<file path="src/hw/rtl/srecp_pkg.sv">
// Shared types, character codes and helpers for the S-record character parser.
package srecp_pkg;

    typedef enum logic [2:0] {
        PH_START,
        PH_TYPE,
        PH_COUNT_HI,
        PH_COUNT_LO,
        PH_BODY,
        PH_EOL
    } t_phase;

    typedef enum logic [1:0] {
        KIND_DATA  = 2'd0,
        KIND_DONE  = 2'd1,
        KIND_ABORT = 2'd2
    } t_kind;

    typedef enum logic {
        ACT_CHAR    = 1'b0,
        ACT_RESTART = 1'b1
    } t_action;

    localparam logic [7:0] CH_S  = 8'h53;
    localparam logic [7:0] CH_NL = 8'h0A;
    localparam logic [7:0] CH_0  = 8'h30;
    localparam logic [7:0] CH_9  = 8'h39;
    localparam logic [7:0] CH_A  = 8'h41;
    localparam logic [7:0] CH_F  = 8'h46;

    localparam logic [3:0] TYPE_HEADER = 4'd0;
    localparam logic [3:0] TYPE_RSVD   = 4'd4;
    localparam logic [3:0] TYPE_LAST_DATA = 4'd3;

    // Bit 4 set marks a character that is not an uppercase hex digit.
    function automatic logic [4:0] hex_value(input logic [7:0] c);
        logic [7:0] d;
        d = 8'd0;
        if (c >= CH_0 && c <= CH_9) begin
            d = c - CH_0;
            return d[4:0];
        end
        if (c >= CH_A && c <= CH_F) begin
            d = c - CH_A + 8'd10;
            return d[4:0];
        end
        return 5'h10;
    endfunction

    function automatic logic [2:0] addr_bytes(input logic [3:0] t);
        if (t == 4'd2 || t == 4'd6 || t == 4'd8)
            return 3'd3;
        if (t == 4'd3 || t == 4'd7)
            return 3'd4;
        return 3'd2;
    endfunction

endpackage

</file>
<file path="src/hw/rtl/srecord_char_stream_parser_core.sv">
// S-record character parser: per-character state update into a result register.
//
//  channel | direction | handshake                  | payload
//  in      | input     | i_in_valid / o_in_ready    | i_action, i_char_code
//  out     | output    | o_out_valid / i_out_ready  | o_kind .. o_checksum_matches
//
// One character per cycle; the parser state and the result register are
// updated in the cycle the transfer happens, the result shows in the next cycle.
// The rate is set by the single result register: a new character is taken
// whenever that register is empty or being drained in the same cycle.
// Reset (synchronous, active low) and a restart item both return the parser
// to the line start with the abort flag clear. A stalled output stalls input.
module srecord_char_stream_parser_core (
    input  logic        i_clk,
    input  logic        i_rst_n,
    input  logic        i_in_valid,
    output logic        o_in_ready,
    input  logic        i_action,
    input  logic [7:0]  i_char_code,
    output logic        o_out_valid,
    input  logic        i_out_ready,
    output logic [1:0]  o_kind,
    output logic [3:0]  o_record_type,
    output logic [31:0] o_record_address,
    output logic [7:0]  o_byte_offset,
    output logic [7:0]  o_data_byte,
    output logic [7:0]  o_checksum_value,
    output logic        o_checksum_readable,
    output logic        o_checksum_matches
);
    import srecp_pkg::*;

    t_phase      r_phase, n_phase;
    logic        r_aborted, n_aborted;
    logic [3:0]  r_type, n_type;
    logic [8:0]  r_chars_left, n_chars_left;
    logic [31:0] r_addr, n_addr;
    logic        r_dropped, n_dropped;
    logic [3:0]  r_high, n_high;
    logic        r_nibble_bad, n_nibble_bad;
    logic [7:0]  r_sum, n_sum;
    logic [7:0]  r_data_idx, n_data_idx;
    logic [7:0]  r_byte_count, n_byte_count;

    logic        r_out_valid;
    t_kind       r_kind, n_kind;
    logic [3:0]  r_o_type;
    logic [31:0] r_o_addr;
    logic [7:0]  r_o_offset, n_o_offset;
    logic [7:0]  r_o_data, n_o_data;
    logic [7:0]  r_o_cs, n_o_cs;
    logic        r_o_rd, n_o_rd;
    logic        r_o_mt, n_o_mt;
    logic        n_emit;

    logic        w_fire;
    logic [4:0]  w_hex;
    logic        w_pair_valid;
    logic [7:0]  w_pair_byte;
    logic [7:0]  w_byte_idx;
    logic [2:0]  w_addr_len;
    logic [31:0] w_new_addr;
    logic [7:0]  w_sum_plus;

    assign o_in_ready   = !r_out_valid || i_out_ready;
    assign w_fire       = i_in_valid && o_in_ready;
    assign w_hex        = hex_value(i_char_code);
    assign w_pair_valid = !r_nibble_bad && !w_hex[4];
    assign w_pair_byte  = {r_high, w_hex[3:0]};
    // Odd chars_left marks the second digit of a pair; byte index within the body.
    assign w_byte_idx   = r_byte_count - r_chars_left[8:1] - 8'd1;
    assign w_addr_len   = addr_bytes(r_type);
    assign w_new_addr   = {r_addr[23:0], w_pair_byte};
    assign w_sum_plus   = r_sum + w_pair_byte;

    always_comb begin
        n_phase      = r_phase;
        n_aborted    = r_aborted;
        n_type       = r_type;
        n_chars_left = r_chars_left;
        n_addr       = r_addr;
        n_dropped    = r_dropped;
        n_high       = r_high;
        n_nibble_bad = r_nibble_bad;
        n_sum        = r_sum;
        n_data_idx   = r_data_idx;
        n_byte_count = r_byte_count;
        n_emit       = 1'b0;
        n_kind       = KIND_ABORT;
        n_o_offset   = 8'd0;
        n_o_data     = 8'd0;
        n_o_cs       = 8'd0;
        n_o_rd       = 1'b0;
        n_o_mt       = 1'b0;

        if (w_fire) begin
            if (i_action == ACT_RESTART) begin
                n_phase      = PH_START;
                n_aborted    = 1'b0;
                n_type       = 4'd0;
                n_chars_left = 9'd0;
                n_addr       = 32'd0;
                n_dropped    = 1'b0;
                n_high       = 4'd0;
                n_nibble_bad = 1'b0;
                n_sum        = 8'd0;
                n_data_idx   = 8'd0;
                n_byte_count = 8'd0;
            end else if (!r_aborted) begin
                unique case (r_phase)
                    PH_START: begin
                        if (i_char_code != CH_S) begin
                            n_aborted = 1'b1;
                            n_emit    = 1'b1;
                        end else begin
                            n_addr     = 32'd0;
                            n_dropped  = 1'b0;
                            n_sum      = 8'd0;
                            n_data_idx = 8'd0;
                            n_type     = 4'd0;
                            n_phase    = PH_TYPE;
                        end
                    end
                    PH_TYPE: begin
                        if (i_char_code < CH_0 || i_char_code > CH_9) begin
                            n_aborted = 1'b1;
                            n_emit    = 1'b1;
                        end else begin
                            n_type  = w_hex[3:0];
                            n_phase = PH_COUNT_HI;
                        end
                    end
                    PH_COUNT_HI: begin
                        if (w_hex[4]) begin
                            n_aborted = 1'b1;
                            n_emit    = 1'b1;
                        end else begin
                            n_high  = w_hex[3:0];
                            n_phase = PH_COUNT_LO;
                        end
                    end
                    PH_COUNT_LO: begin
                        if (w_hex[4]) begin
                            n_aborted = 1'b1;
                            n_emit    = 1'b1;
                        end else begin
                            n_byte_count = w_pair_byte;
                            n_sum        = w_pair_byte;
                            n_chars_left = {w_pair_byte, 1'b0};
                            if (r_type == TYPE_RSVD || w_pair_byte <= {5'd0, w_addr_len})
                                n_dropped = 1'b1;
                            n_phase = (w_pair_byte == 8'd0) ? PH_EOL : PH_BODY;
                        end
                    end
                    PH_BODY: begin
                        if (i_char_code == CH_NL) begin
                            n_aborted = 1'b1;
                            n_emit    = 1'b1;
                        end else begin
                            if (!r_chars_left[0]) begin
                                n_nibble_bad = w_hex[4];
                                n_high       = w_hex[3:0];
                            end else if (!r_dropped) begin
                                if (w_byte_idx < {5'd0, w_addr_len}) begin
                                    if (!w_pair_valid) begin
                                        n_dropped = 1'b1;
                                    end else begin
                                        n_addr = w_new_addr;
                                        n_sum  = w_sum_plus;
                                        // Header records must carry a zero address.
                                        if (w_byte_idx == {5'd0, w_addr_len} - 8'd1
                                            && r_type == TYPE_HEADER
                                            && w_new_addr != 32'd0)
                                            n_dropped = 1'b1;
                                    end
                                end else if (r_chars_left == 9'd1) begin
                                    n_emit   = 1'b1;
                                    n_kind   = KIND_DONE;
                                    n_o_cs   = w_pair_valid ? w_pair_byte : 8'd0;
                                    n_o_rd   = w_pair_valid;
                                    n_o_mt   = w_pair_valid && (~r_sum == w_pair_byte);
                                end else if (w_pair_valid) begin
                                    n_sum = w_sum_plus;
                                    if (r_type <= TYPE_LAST_DATA) begin
                                        n_emit     = 1'b1;
                                        n_kind     = KIND_DATA;
                                        n_o_offset = r_data_idx;
                                        n_o_data   = w_pair_byte;
                                        n_data_idx = r_data_idx + 8'd1;
                                    end
                                end
                            end
                            n_chars_left = r_chars_left - 9'd1;
                            if (r_chars_left == 9'd1)
                                n_phase = PH_EOL;
                        end
                    end
                    PH_EOL: begin
                        if (i_char_code == CH_NL)
                            n_phase = PH_START;
                    end
                    default: begin
                        n_phase = PH_START;
                    end
                endcase
            end
        end
    end

    always_ff @(posedge i_clk) begin
        if (!i_rst_n) begin
            r_phase      <= PH_START;
            r_aborted    <= 1'b0;
            r_type       <= 4'd0;
            r_chars_left <= 9'd0;
            r_addr       <= 32'd0;
            r_dropped    <= 1'b0;
            r_high       <= 4'd0;
            r_nibble_bad <= 1'b0;
            r_sum        <= 8'd0;
            r_data_idx   <= 8'd0;
            r_byte_count <= 8'd0;
            r_out_valid  <= 1'b0;
        end else begin
            r_phase      <= n_phase;
            r_aborted    <= n_aborted;
            r_type       <= n_type;
            r_chars_left <= n_chars_left;
            r_addr       <= n_addr;
            r_dropped    <= n_dropped;
            r_high       <= n_high;
            r_nibble_bad <= n_nibble_bad;
            r_sum        <= n_sum;
            r_data_idx   <= n_data_idx;
            r_byte_count <= n_byte_count;
            if (o_in_ready)
                r_out_valid <= w_fire && n_emit;
        end
    end

    // Result payload; type and address are the values held before this transfer.
    always_ff @(posedge i_clk) begin
        if (w_fire && n_emit) begin
            r_kind     <= n_kind;
            r_o_type   <= r_type;
            r_o_addr   <= r_addr;
            r_o_offset <= n_o_offset;
            r_o_data   <= n_o_data;
            r_o_cs     <= n_o_cs;
            r_o_rd     <= n_o_rd;
            r_o_mt     <= n_o_mt;
        end
    end

    assign o_out_valid         = r_out_valid;
    assign o_kind              = r_kind;
    assign o_record_type       = r_o_type;
    assign o_record_address    = r_o_addr;
    assign o_byte_offset       = r_o_offset;
    assign o_data_byte         = r_o_data;
    assign o_checksum_value    = r_o_cs;
    assign o_checksum_readable = r_o_rd;
    assign o_checksum_matches  = r_o_mt;

    a_restart_clears: assert property (@(posedge i_clk) disable iff (!i_rst_n)
        (w_fire && i_action == ACT_RESTART) |=> (!r_aborted && r_phase == PH_START))
        else $error("restart did not clear parser state");

    a_abort_sticky: assert property (@(posedge i_clk) disable iff (!i_rst_n)
        (r_out_valid && r_kind == KIND_ABORT) |-> r_aborted)
        else $error("abort result without abort flag");

    a_aborted_frozen: assert property (@(posedge i_clk) disable iff (!i_rst_n)
        (r_aborted && w_fire && i_action == ACT_CHAR) |=> ($stable(r_phase) && r_aborted))
        else $error("parser moved while aborted");

    a_body_has_chars: assert property (@(posedge i_clk) disable iff (!i_rst_n)
        (r_phase == PH_BODY) |-> (r_chars_left != 9'd0))
        else $error("body phase with no characters left");

    a_match_needs_read: assert property (@(posedge i_clk) disable iff (!i_rst_n)
        (r_out_valid && r_o_mt) |-> (r_o_rd && r_kind == KIND_DONE))
        else $error("checksum match flagged on unreadable checksum");

endmodule
</file>
<file path="config.mk">
export PLATFORM = sky130hd
export DESIGN_NAME = srecord_char_stream_parser_core
export DESIGN_NICKNAME = d
export VERILOG_FILES = /design/src/hw/rtl/srecp_pkg.sv /design/src/hw/rtl/srecord_char_stream_parser_core.sv
export SDC_FILE = /design/constraint.sdc
export NUM_CORES = 1
export LEC_CHECK = 0
export BUFFER_PORTS_ARGS = -buffer_cell sky130_fd_sc_hd__buf_4
export CAP_MARGIN = 0
export CORE_MARGIN = 5
export CORE_UTILIZATION = 59
export DETAILED_ROUTE_END_ITERATION = 7
export PLACE_DENSITY = 0.8
export SETUP_SLACK_MARGIN = 0.15
export SYNTH_ARGS = -nofsm -noshare
export SYNTH_HDL_FRONTEND = slang
export SYNTH_SLANG_ARGS = --single-unit
</file>
<file path="constraint.sdc">
create_clock -name i_clk -period 8.66 [get_ports i_clk]
set_clock_uncertainty 0.2 [all_clocks]
set_input_delay 1.732 -clock i_clk [delete_from_list [all_inputs] [get_ports i_clk]]
set_output_delay 1.732 -clock i_clk [all_outputs]
set_load 0.02 [all_outputs]
</file>
==> summary.txt <==
Synth
  • Syn Inst Count: 695
  • Most area-hungry cell type in the Yosys netlist: edfxtp_1
  • Most frequent cell after synthesis: dfxtp_1
  • Synth warnings: 0
  • Asr flop ratio synth: 0
  • Seq cells post-synth: 144
  • Number of synthesized flops with an enable pin: 64
  • Synth Flop Type: dfxtp_1
  • Xor and xnor area share after synthesis: 0.0162
  • Syn_area_per_cell: 10.1 um2
  • Multiplexer share of the synthesized area: 0.00892
  • Post-synth cell types: 75
  • Register area share after synthesis: 0.503
  • Post-synth top cells: dfxtp_1 (80), edfxtp_1 (64), nor2_1 (53), nand2_1 (46), a21oi_1 (43)
  • Largest family of logic cells by synthesized area: compound AO/OA/AOI/OAI gates
  • Post-synth top area share: 0.274
  • Synth Area in Compound Gates: 0.203
  • Syn Nets: 737
  • Post-synthesis simple-gate area fraction: 0.177
  • Adder-cell area share of the yosys netlist: 0.0539
  • Synthesized cell area: 7010 um2
  • Ranking of synthesized cells by area: edfxtp_1 (27%), dfxtp_1 (23%), ha_1 (4.8%)

Layout
  • Ratio of cells with drive above 1 in the final layout: 0.166
  • Multi-input gate area: 3230 um2
  • Filler cells: 813
  • Area Growth Syn to Fin: 18.5%
  • Sequential cell area: 3520 um2
  • Nets: 810
  • Finished Core Util: 0.721
  • Antenna Cells: 0

STA
  • Hold WS: 0.246 ns
  • Final Setup Violations: 0
  • Hold Fails Final Rpt: 0
  • Max Freq: 184 MHz
  • Final worst path period share: 0.627
  • Setup ws final: 3.23 ns
  • Worst slew margin: 0.0795
  • RSZ-0062 raised after global routing: no
  • Tmin final: 5.43 ns
  • Worst-margin pin slew: 1.37 ns
  • Setup TNS: 0 ns
  • Final Max Slew Viols: 0

Clocking
  • CTS Buf Count: 17
  • CTS tree: built
  • CTS Root Cell: clkbuf_16
  • Num Clock Sinks: 144
  • Clk slew on worst S/H paths: 0.06 ns
  • Clk Latency, worst-skew pair: 0.42 ns
  • Level count of the clock H-tree: 4
  • CTS resizes: 0
  • Post-CTS Setup Repair Bufs: 0
  • Max clock buf depth: 2
  • Post-CTS Hold Buffers: 0

GRT
  • Largest net degree at the start of global routing: 48
  • GR Util All Layers: 0.265
  • Grt ovf: 0
  • Initial antenna violation count: 0
  • Vias in the first global route: 5,773
  • First-pass GRT wire length: 29.9 mm

Power
  • Total power: 1.69 mW
  • Pwr Density: 204 nW/um2
  • P_leak: 3.14 nW
  • Worst vdd ir: 0.143 mV

Floorplan
  • Die Y: 119 um
  • Starting density of the core: 0.609
  • I/O pin count: 79
  • Die Wd: 119 um
  • Die Footprint: 14,200 um2
  • Core area: 11,500 um2
  • Cell Rows: 39

Worst setup path
  • Critical path type: in2reg
  • Endpoint class of the critical path: flop
  • WP data arrival: 5.28 ns
  • CP startpoint kind: input pin
  • WP data required: 8.51 ns
  • Critical-path maximum fanout: 47

Worst hold path
  • Hold Crit Class: reg2reg

Drt
  • Routed via count: 6,019
  • Final ANT Viol Nets: 0
  • DR DRC count: 0
  • DRT Pass-1 Iters: 6
  • Wire per inst: 20.4 um
  • WL final: 18.8 mm
  • DR vias/cell: 6.51
  • DRT iter0 DRCs: 660

Place
  • GP Congestion: 0.980
  • Post-DP HPWL: 13.1 mm
  • DP Worst Slack: 2.85 ns
  • Port Buffers: 78

Job
  • Max-cap violations: 0

Run status
  • Outcome: finished, final reports clean
layout by cell type (no fill, tap or decap), types with 5 or more instances in the layout:
master,count
buf_4,82
dfxtp_1,80
edfxtp_1,64
nor2_1,53
nand2_1,46
a21oi_1,42
inv_1,36
o21ai_0,34
a22o_1,28
ha_1,27
and2_1,23
nand3_1,21
a211oi_1,20
nor3_1,18
nor4_1,17
clkbuf_16,17
xnor2_1,11
nor2b_1,9
nand4_1,9
a22oi_1,9
or3_1,7
a221oi_1,6
or4_1,6
a31oi_1,6
o21bai_1,5
a21o_1,5
and3_1,5
o211ai_1,5
critical path, stage by stage:
cell and delay, ns:
buf_4 0.15, or4b_4 0.57, a2111o_1 0.49, a211o_1 0.45, o31ai_1 0.34, o311ai_0 0.31
a21oi_4 0.59, buf_4 0.61
layout make-up:
class / count / share of cell area
sequential: 144 / 0.424
multi-input combinational: 486 / 0.389
timing repair buffer: 82 / 0.0741
clock buffer: 19 / 0.0533
tap: 143 / 0.0215
clock inverter: 13 / 0.0212
inverter: 37 / 0.0167
metal layers:
metal  track usage  share of wire  vias to the layer above
li1              -              -                     2786
met1         0.338           0.40                     2837
met2         0.419           0.47                      345
met3        0.0616          0.083                       51
met4         0.143          0.038                        0
met5             0              0                        -
power by group:
group | internal [mW] | switching (mW) | total (mW)
Sequential | 0.735 | 0.0160 | 0.751
Clock | 0.468 | 0.295 | 0.762
Combinational | 0.0622 | 0.117 | 0.179
cells by family (layout without fill, tap and decap cells):
kind of cell / Yosys count / after routing
xor+xnor: 13 / 13
compound gates: 204 / 204
flops: 144 / 144
simple gates: 234 / 234
mux: 6 / 6
buf+inv: 65 / 151
fa+ha+maj: 29 / 29
through the flow:
stage / instance area [um2] / std cells
floorplan: 7010 / 695
global placement: 7680 / 892
detailed placement: 7680 / 892
CTS: 8300 / 924
global route: 8300 / 924
finish: 8300 / 924
registers in the layout, indices dropped and copies added (netlist names):
| register | cells |
|---|---|
| o_record_address | 32 |
| r_addr | 32 |
| r_chars_left | 9 |
| o_byte_offset | 8 |
| o_checksum_value | 8 |
| o_data_byte | 8 |
| r_byte_count | 8 |
| r_data_idx | 8 |
| r_sum | 8 |
| o_record_type | 4 |
| r_high | 4 |
| r_type | 4 |
| r_phase | 3 |
| o_kind | 2 |
| o_checksum_matches | 1 |
| o_checksum_readable | 1 |
| o_out_valid | 1 |
| r_aborted | 1 |
| r_dropped | 1 |
| r_nibble_bad | 1 |
path summary, 6_finish.rpt:
path	startpoint	endpoint	slack, ns	cells past startpoint
setup / recovery	i_char_code[3]	o_record_address[9]$_DFFE_PP_	3.23	8
hold reg to reg	r_addr[29]$_SDFFE_PN0P_	o_record_address[29]$_DFFE_PP_	0.25	0
setup reg to reg	r_chars_left[2]$_SDFFE_PN0P_	o_out_valid$_SDFFE_PN0N_	4.40	10
hold / removal	r_addr[29]$_SDFFE_PN0P_	o_record_address[29]$_DFFE_PP_	0.25	0
No activity file was read; power rests on OpenSTA's default activity.
